### config.mk
export PLATFORM = sky130hd
export DESIGN_NAME = journal_block_log_controller
export DESIGN_NICKNAME = d
export VERILOG_FILES = /design/src/jblc_pkg.sv /design/src/jblc_regs.sv /design/src/jblc_ctrl.sv /design/src/jblc_dpath.sv /design/src/journal_block_log_controller.sv
export SDC_FILE = /design/constraint.sdc
export NUM_CORES = 1
export LEC_CHECK = 0
export BUFFER_PORTS_ARGS = -buffer_cell sky130_fd_sc_hd__clkbuf_2
export CAP_MARGIN = 10
export CORE_ASPECT_RATIO = 0.6
export CORE_MARGIN = 10
export CORE_UTILIZATION = 25
export CTS_BUF_LIST = sky130_fd_sc_hd__clkbuf_16
export CTS_CLUSTER_SIZE = 8
export DETAILED_ROUTE_END_ITERATION = 8
export GPL_TIMING_DRIVEN = 0
export PLACE_DENSITY = 0.36
export SYNTH_ARGS = -nofsm -noshare
export SYNTH_HDL_FRONTEND = slang
export SYNTH_SLANG_ARGS = --single-unit
### constraint.sdc
create_clock -name clk -period 6.1 [get_ports clk]
set_input_delay 0 -clock clk [delete_from_list [all_inputs] [get_ports clk]]
set_output_delay 0 -clock clk [all_outputs]
set_load 0.02 [all_outputs]
### src/jblc_pkg.sv
// ----------------------------------------------------------------------------
// jblc_pkg
// Shared types, codes and constants of the journal block log controller.
// ----------------------------------------------------------------------------
package jblc_pkg;

  // default number of table entries
  localparam int unsigned JBLC_LOG_CAPACITY = 30;

  // configuration port
  localparam int unsigned JBLC_ADDR_W = 4;
  localparam int unsigned JBLC_DATA_W = 32;

  localparam logic [1:0] REG_LOG_START = 2'd0;
  localparam logic [1:0] REG_DEVICE    = 2'd1;
  localparam logic [1:0] REG_RESERVE   = 2'd2;

  localparam logic [4:0] RESERVE_RESET = 5'd10;

  // opcodes
  localparam logic [2:0] OP_BEGIN  = 3'd0;
  localparam logic [2:0] OP_END    = 3'd1;
  localparam logic [2:0] OP_WRITE  = 3'd2;
  localparam logic [2:0] OP_LOAD   = 3'd3;
  localparam logic [2:0] OP_FINISH = 3'd4;

  // result kinds
  localparam logic [1:0] KIND_REPLY  = 2'd0;
  localparam logic [1:0] KIND_COPY   = 2'd1;
  localparam logic [1:0] KIND_HEADER = 2'd2;

  // reply status codes
  localparam logic [2:0] ST_OK       = 3'd0;
  localparam logic [2:0] ST_WAIT     = 3'd1;
  localparam logic [2:0] ST_FULL     = 3'd2;
  localparam logic [2:0] ST_OUTSIDE  = 3'd3;
  localparam logic [2:0] ST_NO_BEGIN = 3'd4;

  // input word
  typedef struct packed {
    logic [2:0]  opcode;
    logic [31:0] block_number;
  } item_t;

  // result word
  typedef struct packed {
    logic [1:0]  kind;
    logic [2:0]  status;
    logic [7:0]  device;
    logic [31:0] source_block;
    logic [31:0] dest_block;
    logic [4:0]  header_count;
    logic        pin_block;
    logic        unpin_dest;
    logic        last;
  } result_t;

  // configuration register contents
  typedef struct packed {
    logic [31:0] log_start_block;
    logic [7:0]  disk_device;
    logic [4:0]  reserve_per_operation;
  } cfg_t;

  // controller states
  typedef enum logic [3:0] {
    S_IDLE,
    S_DECODE,
    S_SRCH_RD,
    S_SRCH_CMP,
    S_CPY_RD,
    S_CPY_EMIT,
    S_HDR_CNT,
    S_INST_RD,
    S_INST_EMIT,
    S_HDR_ZERO
  } state_t;

  // result word selection in the datapath
  typedef enum logic [2:0] {
    EM_REPLY,
    EM_COPY_OUT,
    EM_HDR_CNT,
    EM_INSTALL,
    EM_HDR_ZERO
  } emit_t;

  // controller to datapath commands
  typedef struct packed {
    logic       load;
    logic       idx_clr;
    logic       idx_inc;
    logic       mem_rd;
    logic       append;
    logic       open_inc;
    logic       open_dec;
    logic       cnt_clr;
    logic       emit;
    emit_t      emit_sel;
    logic [2:0] status;
    logic       pin;
    logic       unpin;
    logic       last;
  } dp_cmd_t;

  // datapath to controller status
  typedef struct packed {
    logic [2:0] opcode;
    logic       begin_ok;
    logic       open_zero;
    logic       open_one;
    logic       log_full;
    logic       cnt_zero;
    logic       idx_last;
    logic       match;
  } dp_sts_t;

endpackage

### src/jblc_regs.sv
// ----------------------------------------------------------------------------
// jblc_regs
// Configuration registers behind the APB-style port.
// ----------------------------------------------------------------------------
module jblc_regs import jblc_pkg::*; (
  input  logic                   clk,
  input  logic                   rst,
  input  logic                   psel,
  input  logic                   penable,
  input  logic                   pwrite,
  input  logic [JBLC_ADDR_W-1:0] paddr,
  input  logic [JBLC_DATA_W-1:0] pwdata,
  output logic [JBLC_DATA_W-1:0] prdata,
  output logic                   pready,
  output cfg_t                   cfg
);

  logic       wr_en;
  logic [1:0] reg_sel;

  assign pready  = 1'b1;
  assign wr_en   = psel && penable && pwrite;
  assign reg_sel = paddr[3:2];

  // register writes
  always_ff @(posedge clk) begin
    if (rst) begin
      cfg.log_start_block       <= '0;
      cfg.disk_device           <= '0;
      cfg.reserve_per_operation <= RESERVE_RESET;
    end else if (wr_en) begin
      case (reg_sel)
        REG_LOG_START: cfg.log_start_block       <= pwdata;
        REG_DEVICE:    cfg.disk_device           <= pwdata[7:0];
        REG_RESERVE:   cfg.reserve_per_operation <= pwdata[4:0];
        default: ;
      endcase
    end
  end

  // register reads
  always_comb begin
    case (reg_sel)
      REG_LOG_START: prdata = cfg.log_start_block;
      REG_DEVICE:    prdata = {24'd0, cfg.disk_device};
      REG_RESERVE:   prdata = {27'd0, cfg.reserve_per_operation};
      default:       prdata = '0;
    endcase
  end

endmodule

### src/jblc_ctrl.sv
// ----------------------------------------------------------------------------
// jblc_ctrl
// Sequencer: decodes each word, walks the table for search, commit, finish.
// ----------------------------------------------------------------------------
module jblc_ctrl import jblc_pkg::*; (
  input  logic    clk,
  input  logic    rst,
  input  logic    start,
  output logic    busy,
  input  dp_sts_t sts,
  output dp_cmd_t cmd
);

  state_t state, state_next;

  always_ff @(posedge clk) begin
    if (rst) begin
      state <= S_IDLE;
    end else begin
      state <= state_next;
    end
  end

  assign busy = (state != S_IDLE);

  // next state
  always_comb begin
    state_next = state;
    case (state)
      S_IDLE: begin
        if (start) state_next = S_DECODE;
      end
      S_DECODE: begin
        state_next = S_IDLE;
        case (sts.opcode)
          OP_END: begin
            if (!sts.open_zero && sts.open_one && !sts.cnt_zero) state_next = S_CPY_RD;
          end
          OP_WRITE: begin
            if (!sts.log_full && !sts.open_zero && !sts.cnt_zero) state_next = S_SRCH_RD;
          end
          OP_FINISH: begin
            state_next = sts.cnt_zero ? S_HDR_ZERO : S_INST_RD;
          end
          default: ;
        endcase
      end
      S_SRCH_RD:   state_next = S_SRCH_CMP;
      S_SRCH_CMP: begin
        if (sts.match || sts.idx_last) state_next = S_IDLE;
        else                           state_next = S_SRCH_RD;
      end
      S_CPY_RD:    state_next = S_CPY_EMIT;
      S_CPY_EMIT:  state_next = sts.idx_last ? S_HDR_CNT : S_CPY_RD;
      S_HDR_CNT:   state_next = S_INST_RD;
      S_INST_RD:   state_next = S_INST_EMIT;
      S_INST_EMIT: state_next = sts.idx_last ? S_HDR_ZERO : S_INST_RD;
      S_HDR_ZERO:  state_next = S_IDLE;
      default:     state_next = S_IDLE;
    endcase
  end

  // commands
  always_comb begin
    cmd          = '0;
    cmd.emit_sel = EM_REPLY;
    cmd.status   = ST_OK;
    cmd.unpin    = (sts.opcode == OP_END);
    case (state)
      S_IDLE: begin
        cmd.load = start;
      end
      S_DECODE: begin
        case (sts.opcode)
          OP_BEGIN: begin
            cmd.emit = 1'b1;
            cmd.last = 1'b1;
            if (sts.begin_ok) cmd.open_inc = 1'b1;
            else              cmd.status   = ST_WAIT;
          end
          OP_END: begin
            if (sts.open_zero) begin
              cmd.emit   = 1'b1;
              cmd.last   = 1'b1;
              cmd.status = ST_NO_BEGIN;
            end else begin
              cmd.open_dec = 1'b1;
              cmd.idx_clr  = 1'b1;
              // last operation closing a non-empty log starts a commit
              if (!(sts.open_one && !sts.cnt_zero)) begin
                cmd.emit = 1'b1;
                cmd.last = 1'b1;
              end
            end
          end
          OP_WRITE: begin
            cmd.idx_clr = 1'b1;
            if (sts.log_full) begin
              cmd.emit   = 1'b1;
              cmd.last   = 1'b1;
              cmd.status = ST_FULL;
            end else if (sts.open_zero) begin
              cmd.emit   = 1'b1;
              cmd.last   = 1'b1;
              cmd.status = ST_OUTSIDE;
            end else if (sts.cnt_zero) begin
              cmd.append = 1'b1;
              cmd.emit   = 1'b1;
              cmd.last   = 1'b1;
              cmd.pin    = 1'b1;
            end
          end
          OP_LOAD: begin
            cmd.emit = 1'b1;
            cmd.last = 1'b1;
            if (sts.log_full) cmd.status = ST_FULL;
            else              cmd.append = 1'b1;
          end
          OP_FINISH: begin
            cmd.idx_clr = 1'b1;
          end
          default: begin
            cmd.emit = 1'b1;
            cmd.last = 1'b1;
          end
        endcase
      end
      S_SRCH_RD, S_CPY_RD, S_INST_RD: begin
        cmd.mem_rd = 1'b1;
      end
      S_SRCH_CMP: begin
        if (sts.match) begin
          cmd.emit = 1'b1;
          cmd.last = 1'b1;
        end else if (sts.idx_last) begin
          // no duplicate found: append and pin
          cmd.append = 1'b1;
          cmd.emit   = 1'b1;
          cmd.last   = 1'b1;
          cmd.pin    = 1'b1;
        end else begin
          cmd.idx_inc = 1'b1;
        end
      end
      S_CPY_EMIT: begin
        cmd.emit     = 1'b1;
        cmd.emit_sel = EM_COPY_OUT;
        if (sts.idx_last) cmd.idx_clr = 1'b1;
        else              cmd.idx_inc = 1'b1;
      end
      S_HDR_CNT: begin
        cmd.emit     = 1'b1;
        cmd.emit_sel = EM_HDR_CNT;
      end
      S_INST_EMIT: begin
        cmd.emit     = 1'b1;
        cmd.emit_sel = EM_INSTALL;
        cmd.idx_inc  = 1'b1;
      end
      S_HDR_ZERO: begin
        cmd.emit     = 1'b1;
        cmd.emit_sel = EM_HDR_ZERO;
        cmd.last     = 1'b1;
        cmd.cnt_clr  = 1'b1;
      end
      default: ;
    endcase
  end

endmodule

### src/jblc_dpath.sv
// ----------------------------------------------------------------------------
// jblc_dpath
// Block table, entry and operation counters, and the result register.
// ----------------------------------------------------------------------------
module jblc_dpath import jblc_pkg::*; #(
  parameter int unsigned LOG_CAPACITY = JBLC_LOG_CAPACITY
) (
  input  logic    clk,
  input  logic    rst,
  input  item_t   item,
  input  cfg_t    cfg,
  input  dp_cmd_t cmd,
  output dp_sts_t sts,
  output result_t result,
  output logic    result_valid
);

  localparam int unsigned IDX_W = (LOG_CAPACITY > 1) ? $clog2(LOG_CAPACITY) : 1;
  localparam logic [4:0]  CAP   = 5'(LOG_CAPACITY);

  // block table, single port with registered read
  logic [31:0] table_mem [LOG_CAPACITY];
  logic [31:0] rd_data;

  logic [2:0]  opcode_q;
  logic [31:0] blk_q;
  logic [4:0]  entry_count;
  logic [4:0]  open_ops;
  logic [4:0]  idx;

  logic [5:0]  open_plus;
  logic [10:0] reserved;
  logic [11:0] demand;
  logic [31:0] log_addr;
  result_t     result_next;

  // latch the accepted word
  always_ff @(posedge clk) begin
    if (cmd.load) begin
      opcode_q <= item.opcode;
      blk_q    <= item.block_number;
    end
  end

  // table write and read
  always_ff @(posedge clk) begin
    if (cmd.append) table_mem[entry_count[IDX_W-1:0]] <= blk_q;
    if (cmd.mem_rd) rd_data <= table_mem[idx[IDX_W-1:0]];
  end

  // counters
  always_ff @(posedge clk) begin
    if (rst) begin
      entry_count <= '0;
      open_ops    <= '0;
      idx         <= '0;
    end else begin
      if (cmd.cnt_clr)     entry_count <= '0;
      else if (cmd.append) entry_count <= entry_count + 5'd1;
      if (cmd.open_inc)      open_ops <= open_ops + 5'd1;
      else if (cmd.open_dec) open_ops <= open_ops - 5'd1;
      if (cmd.idx_clr)      idx <= '0;
      else if (cmd.idx_inc) idx <= idx + 5'd1;
    end
  end

  // admission check: count + (open + 1) * reserve must fit
  assign open_plus = {1'b0, open_ops} + 6'd1;
  assign reserved  = 11'(open_plus * cfg.reserve_per_operation);
  assign demand    = {7'd0, entry_count} + {1'b0, reserved};

  always_comb begin
    sts.opcode    = opcode_q;
    sts.begin_ok  = (open_ops != 5'd31) && (demand <= {7'd0, CAP});
    sts.open_zero = (open_ops == 5'd0);
    sts.open_one  = (open_ops == 5'd1);
    sts.log_full  = (entry_count >= CAP);
    sts.cnt_zero  = (entry_count == 5'd0);
    sts.idx_last  = ((idx + 5'd1) == entry_count);
    sts.match     = (rd_data == blk_q);
  end

  // log data block for the current entry
  assign log_addr = cfg.log_start_block + 32'd1 + {27'd0, idx};

  // result word selection
  always_comb begin
    result_next      = '0;
    result_next.last = cmd.last;
    case (cmd.emit_sel)
      EM_REPLY: begin
        result_next.kind      = KIND_REPLY;
        result_next.status    = cmd.status;
        result_next.pin_block = cmd.pin;
      end
      EM_COPY_OUT: begin
        result_next.kind         = KIND_COPY;
        result_next.device       = cfg.disk_device;
        result_next.source_block = rd_data;
        result_next.dest_block   = log_addr;
      end
      EM_HDR_CNT: begin
        result_next.kind         = KIND_HEADER;
        result_next.device       = cfg.disk_device;
        result_next.dest_block   = cfg.log_start_block;
        result_next.header_count = entry_count;
      end
      EM_INSTALL: begin
        result_next.kind         = KIND_COPY;
        result_next.device       = cfg.disk_device;
        result_next.source_block = log_addr;
        result_next.dest_block   = rd_data;
        result_next.unpin_dest   = cmd.unpin;
      end
      EM_HDR_ZERO: begin
        result_next.kind       = KIND_HEADER;
        result_next.device     = cfg.disk_device;
        result_next.dest_block = cfg.log_start_block;
      end
      default: ;
    endcase
  end

  // result register, shown for one cycle
  always_ff @(posedge clk) begin
    if (rst) begin
      result_valid <= 1'b0;
    end else begin
      result_valid <= cmd.emit;
    end
  end

  always_ff @(posedge clk) begin
    if (cmd.emit) result <= result_next;
  end

endmodule

### src/journal_block_log_controller.sv
// ----------------------------------------------------------------------------
// journal_block_log_controller
// Write-ahead journal controller: admission, block logging, commit, recovery.
// ----------------------------------------------------------------------------
// A word is taken when start is high and busy is low; busy stays high until
// the word's last result has been issued. Each result sits on result for one
// cycle with result_valid high and cannot be held off, so the receiver must
// take it on that cycle. A word is accepted in idle, then decoded; a write
// whose block is not yet known reads and compares table entries in turn, a
// commit copies each entry to the log, writes the header count, installs
// each entry and zeroes the header, and a recovery finish installs each entry
// and zeroes the header. The table is single-port with a registered read, so
// each entry is read in one state, used in the next; results are registered.
module journal_block_log_controller import jblc_pkg::*; #(
  parameter int unsigned LOG_CAPACITY = JBLC_LOG_CAPACITY
) (
  input  logic                   clk,
  input  logic                   rst,
  input  logic                   start,
  output logic                   busy,
  input  item_t                  item,
  output result_t                result,
  output logic                   result_valid,
  input  logic                   psel,
  input  logic                   penable,
  input  logic                   pwrite,
  input  logic [JBLC_ADDR_W-1:0] paddr,
  input  logic [JBLC_DATA_W-1:0] pwdata,
  output logic [JBLC_DATA_W-1:0] prdata,
  output logic                   pready
);

  cfg_t    cfg;
  dp_cmd_t cmd;
  dp_sts_t sts;

  jblc_regs u_regs (
    .clk     (clk),
    .rst     (rst),
    .psel    (psel),
    .penable (penable),
    .pwrite  (pwrite),
    .paddr   (paddr),
    .pwdata  (pwdata),
    .prdata  (prdata),
    .pready  (pready),
    .cfg     (cfg)
  );

  jblc_ctrl u_ctrl (
    .clk   (clk),
    .rst   (rst),
    .start (start),
    .busy  (busy),
    .sts   (sts),
    .cmd   (cmd)
  );

  jblc_dpath #(
    .LOG_CAPACITY (LOG_CAPACITY)
  ) u_dpath (
    .clk          (clk),
    .rst          (rst),
    .item         (item),
    .cfg          (cfg),
    .cmd          (cmd),
    .sts          (sts),
    .result       (result),
    .result_valid (result_valid)
  );

endmodule
-- Word-level counts from Yosys, hierarchy flattened
Memory sizes are Yosys's and may differ from the RTL's. A register that Yosys moved wholly into a read port is not among the register bits.
Index checks and enable logic that the tools add are counted.
- input port bits: 77
- register bits: 185
- bits in writable memories: 960
- memories: 1
- word-level logic and storage cells: 142
- memory list (name ; words ; width ; rd ports ; clocked after memory_dff ; wr ports ; RTL line ; source):
    u_dpath.table_mem ; 30 ; 32 ; 1 ; 1 ; 1 ; jblc_dpath.sv:22 ; logic [31:0] table_mem [LOG_CAPACITY];
- $add $sub $neg: 8
- equal/unequal tests: 24
- multipliers: 1
- multiplexer cells: 55
- $lt $le $gt $ge: 2
- reduce and logical (&&, ||, !) cells: 32
- operators by type and width (kind ; count):
    $pmux 32 s3 ; 2
    $pmux 32 s2 ; 1
    $pmux 4 s9 ; 1
    $add 32x1->32 const B ; 1
    $add 32x5->32 ; 1
    $eq 32x32->1 ; 1
    $mux 1 ; 24
    $pmux 3 s4 ; 2
    $eq 4x3->1 const B ; 4
    $add 5x1->5 const B ; 3
    $add 5x11->12 ; 1
    $eq 3x2->1 const B ; 4
    $le 12x5->1 const B ; 1
    $mux 2 ; 6
    $mux 4 ; 3
    $pmux 1 s3 ; 4
    $pmux 4 s3 ; 1
    $mul 6x5->11 ; 1
    $logic_not 5->1 ; 2
    $mux 5 ; 2
    $pmux 1 s2 ; 5
    $reduce_or 2->1 ; 5
    $mux 3 ; 3
    $eq 4x2->1 const B ; 2
    other kinds (25) ; 42

-- Logic depth before layout (Yosys ltp)
- depth after elaboration: 10
- mapped depth: 19
- mapped depth without buffers: 19

-- Hierarchy
A second synthesis with hierarchy kept.
- cell total of the unflattened synthesis: 2733
- area total of the unflattened synthesis: 48856.9 um2
- modules (own cells, without submodules) (module ; area an instance (um2) ; cells an instance ; instances ; seq. area each (um2)):
    jblc_dpath ; 45855.2 ; 2397 ; 1 ; 33712.3
    jblc_regs ; 2351.0 ; 238 ; 1 ; 900.9
    jblc_ctrl ; 650.6 ; 98 ; 1 ; 80.1

-- Least setup slack after synthesis
Ideal clock, no wire load.
- path kind: reg-to-reg
- start point: register u_dpath.open_ops[1]
- end point: register u_dpath.open_ops[0]
- period minus slack after synthesis: 4668 ps
- buffers on the path: 0
- setup time: 121 ps
- arrival: 4547 ps
- cell stages (with the launch flop): 18
- data required time: 5979 ps
- path slack: 1432 ps
- cell sequence: dfxtp_1 > ha_1 > and3_1 > ha_1 > and2_1 > fa_1 > fa_1 > inv_1 > fa_1 > inv_1 > ha_1 > a21o_1 > nand2_1 > a311o_1 > mux2i_1 > nand3_2 > nor2b_1 > mux2_4
- cells in the longest elaborated chain, start to end: 9
- elaborated cells between the ends (all ways): 14
- ends and longest elaborated chain (what ; RTL line ; source):
    from (decl) ; jblc_dpath.sv:28 ; logic [4:0] open_ops;
    from (signal assigned) ; jblc_dpath.sv:60 ; if (cmd.open_inc) open_ops <= open_ops + 5'd1;
    from (signal assigned) ; jblc_dpath.sv:61 ; else if (cmd.open_dec) open_ops <= open_ops - 5'd1;
    $add 5x1->6 ; jblc_dpath.sv:68 ; assign open_plus = {1'b0, open_ops} + 6'd1;
    $mul 6x5->11 ; jblc_dpath.sv:69 ; assign reserved = 11'(open_plus * cfg.reserve_per_operation);
    $add 5x11->12 ; jblc_dpath.sv:70 ; assign demand = {7'd0, entry_count} + {1'b0, reserved};
    $le 12x5->1 ; jblc_dpath.sv:74 ; sts.begin_ok = (open_ops != 5'd31) && (demand <= {7'd0, CAP});
    $logic_and 1x1->1 ; jblc_dpath.sv:74 ;
    $mux 1 ; jblc_ctrl.sv:78 ; if (sts.begin_ok) cmd.open_inc = 1'b1;
    $mux 1 ; jblc_ctrl.sv:74 ; case (sts.opcode)
    $mux 2 (*) ; jblc_ctrl.sv:69 ; case (state)
    $mux 5 or $reduce_bool 2->1 (tied branches) ; n/a ;
Every way passes the cells marked *; elsewhere a longest branch is shown, timed or not.
A chain may end at the register's enable or synchronous reset.

-- Worst setup path in the final report
- start point: register u_dpath.open_ops[0]
- end point: register u_dpath.open_ops[0]
- cells in the longest elaborated chain, start to end: 9
- elaborated cells between the ends (all ways): 17
- ends and longest elaborated chain (what ; RTL line):
    $add 5x1->6 ; jblc_dpath.sv:68
    $mul 6x5->11 ; jblc_dpath.sv:69
    $add 5x11->12 ; jblc_dpath.sv:70
    $le 12x5->1 ; jblc_dpath.sv:74
    $logic_and 1x1->1 ; jblc_dpath.sv:74
    $mux 1 ; jblc_ctrl.sv:78
    $mux 1 ; jblc_ctrl.sv:74
    $mux 2 ; jblc_ctrl.sv:69
    $mux 5 or $reduce_bool 2->1 (tied branches) ; n/a
Parallel ways exist; a longest one is shown, timed or not. The select of a mux whose other input is x is not followed.

==> flow_metrics.py <==
metrics = {
    "status": {
        "status": "complete, no violations",
    },
    "timing": {
        "worst_pin_slew_ns": 1.38,
        "setup_viol": 0,
        "timing.final.crit_share_pct": 93.2,
        "skew_ns": 0.0550,
        "period_needed_ns": 5.69,
        "slew_headroom_pct": 7.89,
        "finalHoldViolations": 0,
        "rsz0062_at_grt": "false",
        "fin_ws_ns": 0.413,
        "final_max_slew_viol_count": 0,
        "max_clock_freq_mhz": 176,
    },
    "detailed_routing": {
        "routedWlPerCell_um": 29.5,
        "dr.pass1.iters": 5,
        "drcViolationCount": 0,
        "drt_wl_total_um": 166000,
        "drtAntennaViolNets": 0,
        "vias": 27000,
        "drt_iter0_drc": 2841,
        "vias_per_cell": 4.78,
    },
    "floorplanning": {
        "die_width_um": 586,
        "core_area_um2": 191000,
        "io_pins": 197,
        "start_util_pct": 25.2,
        "placementRows": 124,
        "dieHeight_um": 360,
        "die-area_um2": 211000,
    },
    "yosys": {
        "ys_types": 80,
        "synth_edf_count": 1112,
        "yosys.area.top_type": "edfxtp_1",
        "syn_nets": 2678,
        "synth_top_cells_by_area": "edfxtp_1 (69%), mux4_2 (13%), dfxtp_1 (2.7%)",
        "syn_area_um2": 48100,
        "ys_ff_latch": 1177,
        "seq_area_frac_synth_pct": 72.2,
        "syn_avg_cell_area_um2": 18.9,
        "synth-warning-count": 0,
        "synth_top_cell_area_share_pct": 69.5,
        "synth_top_flop_cell": "edfxtp_1",
        "ys_async_sr_fraction_pct": 0,
        "synth_cells": 2546,
    },
    "final_layout": {
        "syn2layout_area_growth_pct": 23.2,
        "fin_util_pct": 31.0,
        "drive_above_1_share_pct": 27.3,
        "final_cells": 5640,
        "layout.nets": 3211,
    },
    "critical_path": {
        "r2r_slack_ns": 0.41,
        "r2r_start": "u_dpath.open_ops[0]$_SDFFE_PP0P_",
        "path_cells": "clkbuf_1, nand3_1, xnor2_1, nand2_1, fa_1, fa_1, fa_1, inv_1, ha_1, and2b_1, o2111ai_2, a311o_1, mux2i_1, nand3_2, nor2b_1, mux2_4",
        "max_stage_delay_ns": 0.59,
        "r2r_cells": 16,
        "cpMostUsedCell": "fa_1",
        "path_buf_inv": 2,
        "startpoint": "u_dpath.open_ops[0]$_SDFFE_PP0P_",
        "crit_required_ns": 6.78,
        "cp_data_arrival_time_ns": 6.37,
        "end_kind": "flip-flop",
        "crit_cells": 16,
        "cp-start-kind": "flip-flop",
        "crit_type": "flip-flop to flip-flop",
        "crit_end": "u_dpath.open_ops[0]$_SDFFE_PP0P_",
        "critPathTopFamily": "adder cells",
        "r2r_end": "u_dpath.open_ops[0]$_SDFFE_PP0P_",
        "cp_max_fo": 9,
        "crit_slowest_cell": "mux2i_1",
    },
    "power": {
        "pwr-share-seq_pct": 50.6,
        "power.switching_mw": 3.85,
        "p_comb_share_pct": 2.8,
        "power_leakage_nw": 18.8,
        "power-per-cell-area_nw_per_um2": 305,
        "swShare_pct": 21.3,
        "intPower_mw": 14.2,
        "peakVddDrop_uv": 195,
        "p_clk_share_pct": 46.6,
    },
    "placed_design": {
        "dp_hpwl_um": 119000,
        "gp_congestion": 0.808,
        "place_inst": 5298,
        "place_ws_ns": -0.0856,
        "io_buffers": 190,
    },
    "global_route": {
        "overflow": 0,
        "antenna_found_initial": 13,
        "grtUsageMet3_pct": 4.06,
        "grt_pass1_wl_um": 227000,
        "busiest_layer": "met1",
        "track_usage_pct": 15.4,
        "grt_pass1_vias": 27600,
        "grt_max_degree": 55,
        "met1_usage_pct": 24.2,
        "grtUsageMet2_pct": 21.0,
    },
    "hold_path": {
        "worstHoldStart": "item[11]",
        "worstHoldPathType": "input port to flip-flop",
    },
    "clock_tree": {
        "numCtsBuffers": 173,
        "cts_tree": "done",
        "cts_root_buf": "clkbuf_16",
        "clk_latency_ns": 0.80,
        "clk_pin_slew_ns": 0.05,
        "clock-sinks": 1177,
        "cts.path.max_buffers": 4,
        "htree_levels": 4,
    },
    "flow_run": {
        "drv_cap": 0,
    },
}
[final cells by class]
type | instances | area, um^2
multi-input combinational | 1178 | 12800
clock inverter | 37 | 178
timing repair buffer | 359 | 3210
tap | 2520 | 3150
inverter | 53 | 199
antenna | 4 | 10.0
buffer | 137 | 638
clock buffer | 175 | 4380
fill | 18600 | 132000
sequential | 1177 | 34700
[logic make-up after synthesis]
| kind of cell | Yosys count | share of synthesized area, % |
|---|---|---|
| AO/OA/AOI/OAI | 208 | 2.85 |
| flip-flops | 1177 | 72.2 |
| AND/OR/NAND/NOR | 459 | 4.58 |
| other | 1 | 0.00780 |
| buffers and inverters | 191 | 1.74 |
| adder cells (fa/ha/maj) | 55 | 1.71 |
| XOR/XNOR | 79 | 1.44 |
| multiplexers | 376 | 15.5 |
[layer usage]
metal	routed length, um	vias to the layer above
met5	0	-
met4	2710	0
met3	13000	181
met2	67200	949
met1	83500	14600
li1	-	11300
[power groups by stage]
stage          registers (mW)  clock network (mW)  logic (mW)
2_1_floorplan            9.26                   0       0.171
3_3_place_gp             9.30                   0       0.401
3_5_place_dp             9.31                   0       0.412
4_1_cts                  9.15                8.64       0.473
5_1_grt                  9.13                8.98       0.544
6_report                 9.12                8.41       0.507
[state kept, by name, indices dropped and copies added, names as in the netlist]
name                  cells
u_dpath.result_valid      1
u_dpath.opcode_q          3
u_ctrl.state              4
u_regs.cfg               45
u_dpath.rd_data          32
u_dpath.entry_count       5
u_dpath.blk_q            32
u_dpath.table_mem       960
u_dpath.open_ops          5
u_dpath.idx               5
u_dpath.result           85
[timing repair]
| action | 4_1_cts | 5_1_grt |
|---|---|---|
| hold buffers | 120 | 0 |
| setup endpoints to repair | 1 | 0 |
| resized for setup | 0 | 0 |
| endpoints found under the hold margin | 104 | 0 |
| buffers inserted | 0 | 0 |
[worst register-to-register path, stage by stage, from the launching register on]
cell and delay (ns):
dfxtp_1 0.36, clkbuf_1 0.34, nand3_1 0.15, xnor2_1 0.57, nand2_1 0.15, fa_1 0.49, fa_1 0.52, fa_1 0.50
inv_1 0.04, ha_1 0.35, and2b_1 0.19, o2111ai_2 0.19, a311o_1 0.36, mux2i_1 0.59, nand3_2 0.25, nor2b_1 0.21
mux2_4 0.32
[synthesized netlist by cell type (all sizes together) (3+ instances only)]
cell type	count
mux2i	23
nand2	156
edfxtp	1112
nor3b	3
a211o	3
a222oi	3
nor2	108
clkbuf	76
and3	6
or3	6
a21boi	3
a21o	6
xnor2	27
nand4	12
ha	37
nand4b	3
o221ai	3
dfxtp	65
nor4	23
a211oi	5
a22o	3
o21ai	69
a31oi	5
fa	18
mux4	288
o211a	5
buf	62
or2	8
nor3	34
inv	53
a221o	16
nand2b	8
xor2	52
nand3	24
mux2	65
a21oi	61
and2	49
o21a	3
o311ai	6
nor2b	13
[per-stage QoR]
stage	TNS (ns)	power, mW	hold WS (ns)	instance area (um^2)
after floorplan	0	9.43	0.0989	48100
after global placement	-1090.26	9.70	0.178	52200
after detailed placement	-0.0856	9.72	0.179	53300
after CTS	0	18.3	0.000161	59100
after global routing	0	18.7	0.0184	59200
final	0	18.0	0.0252	59200
[how the worst min path moves through the flow]
stage | endpoint | cells after the start | slack (ns)
2_1_floorplan | u_dpath.blk_q[0]$_DFFE_PP_ | 0 | 0.1
3_3_place_gp | u_dpath.blk_q[15]$_DFFE_PP_ | 1 | 0.18
3_5_place_dp | u_dpath.blk_q[15]$_DFFE_PP_ | 1 | 0.18
4_1_cts | u_dpath.blk_q[11]$_DFFE_PP_ | 2 | 0.0002
5_1_grt | u_dpath.blk_q[4]$_DFFE_PP_ | 2 | 0.02
6_report | u_dpath.blk_q[11]$_DFFE_PP_ | 2 | 0.03
[placed cells by master, fill, tap and decap left out, drive strengths merged, types with 8 or more instances in the layout]
cell type	count
a21oi	61
a221o	16
and2	49
buf	110
clkbuf	441
dfxtp	65
dlygate4sd3	120
edfxtp	1112
fa	18
ha	37
inv	87
mux2	65
mux2i	23
mux4	288
nand2	156
nand2b	8
nand3	24
nand4	12
nor2	108
nor2b	13
nor3	34
nor4	23
o21ai	69
or2	8
xnor2	27
xor2	52
Note: power is estimated with default switching activity, not from simulation.
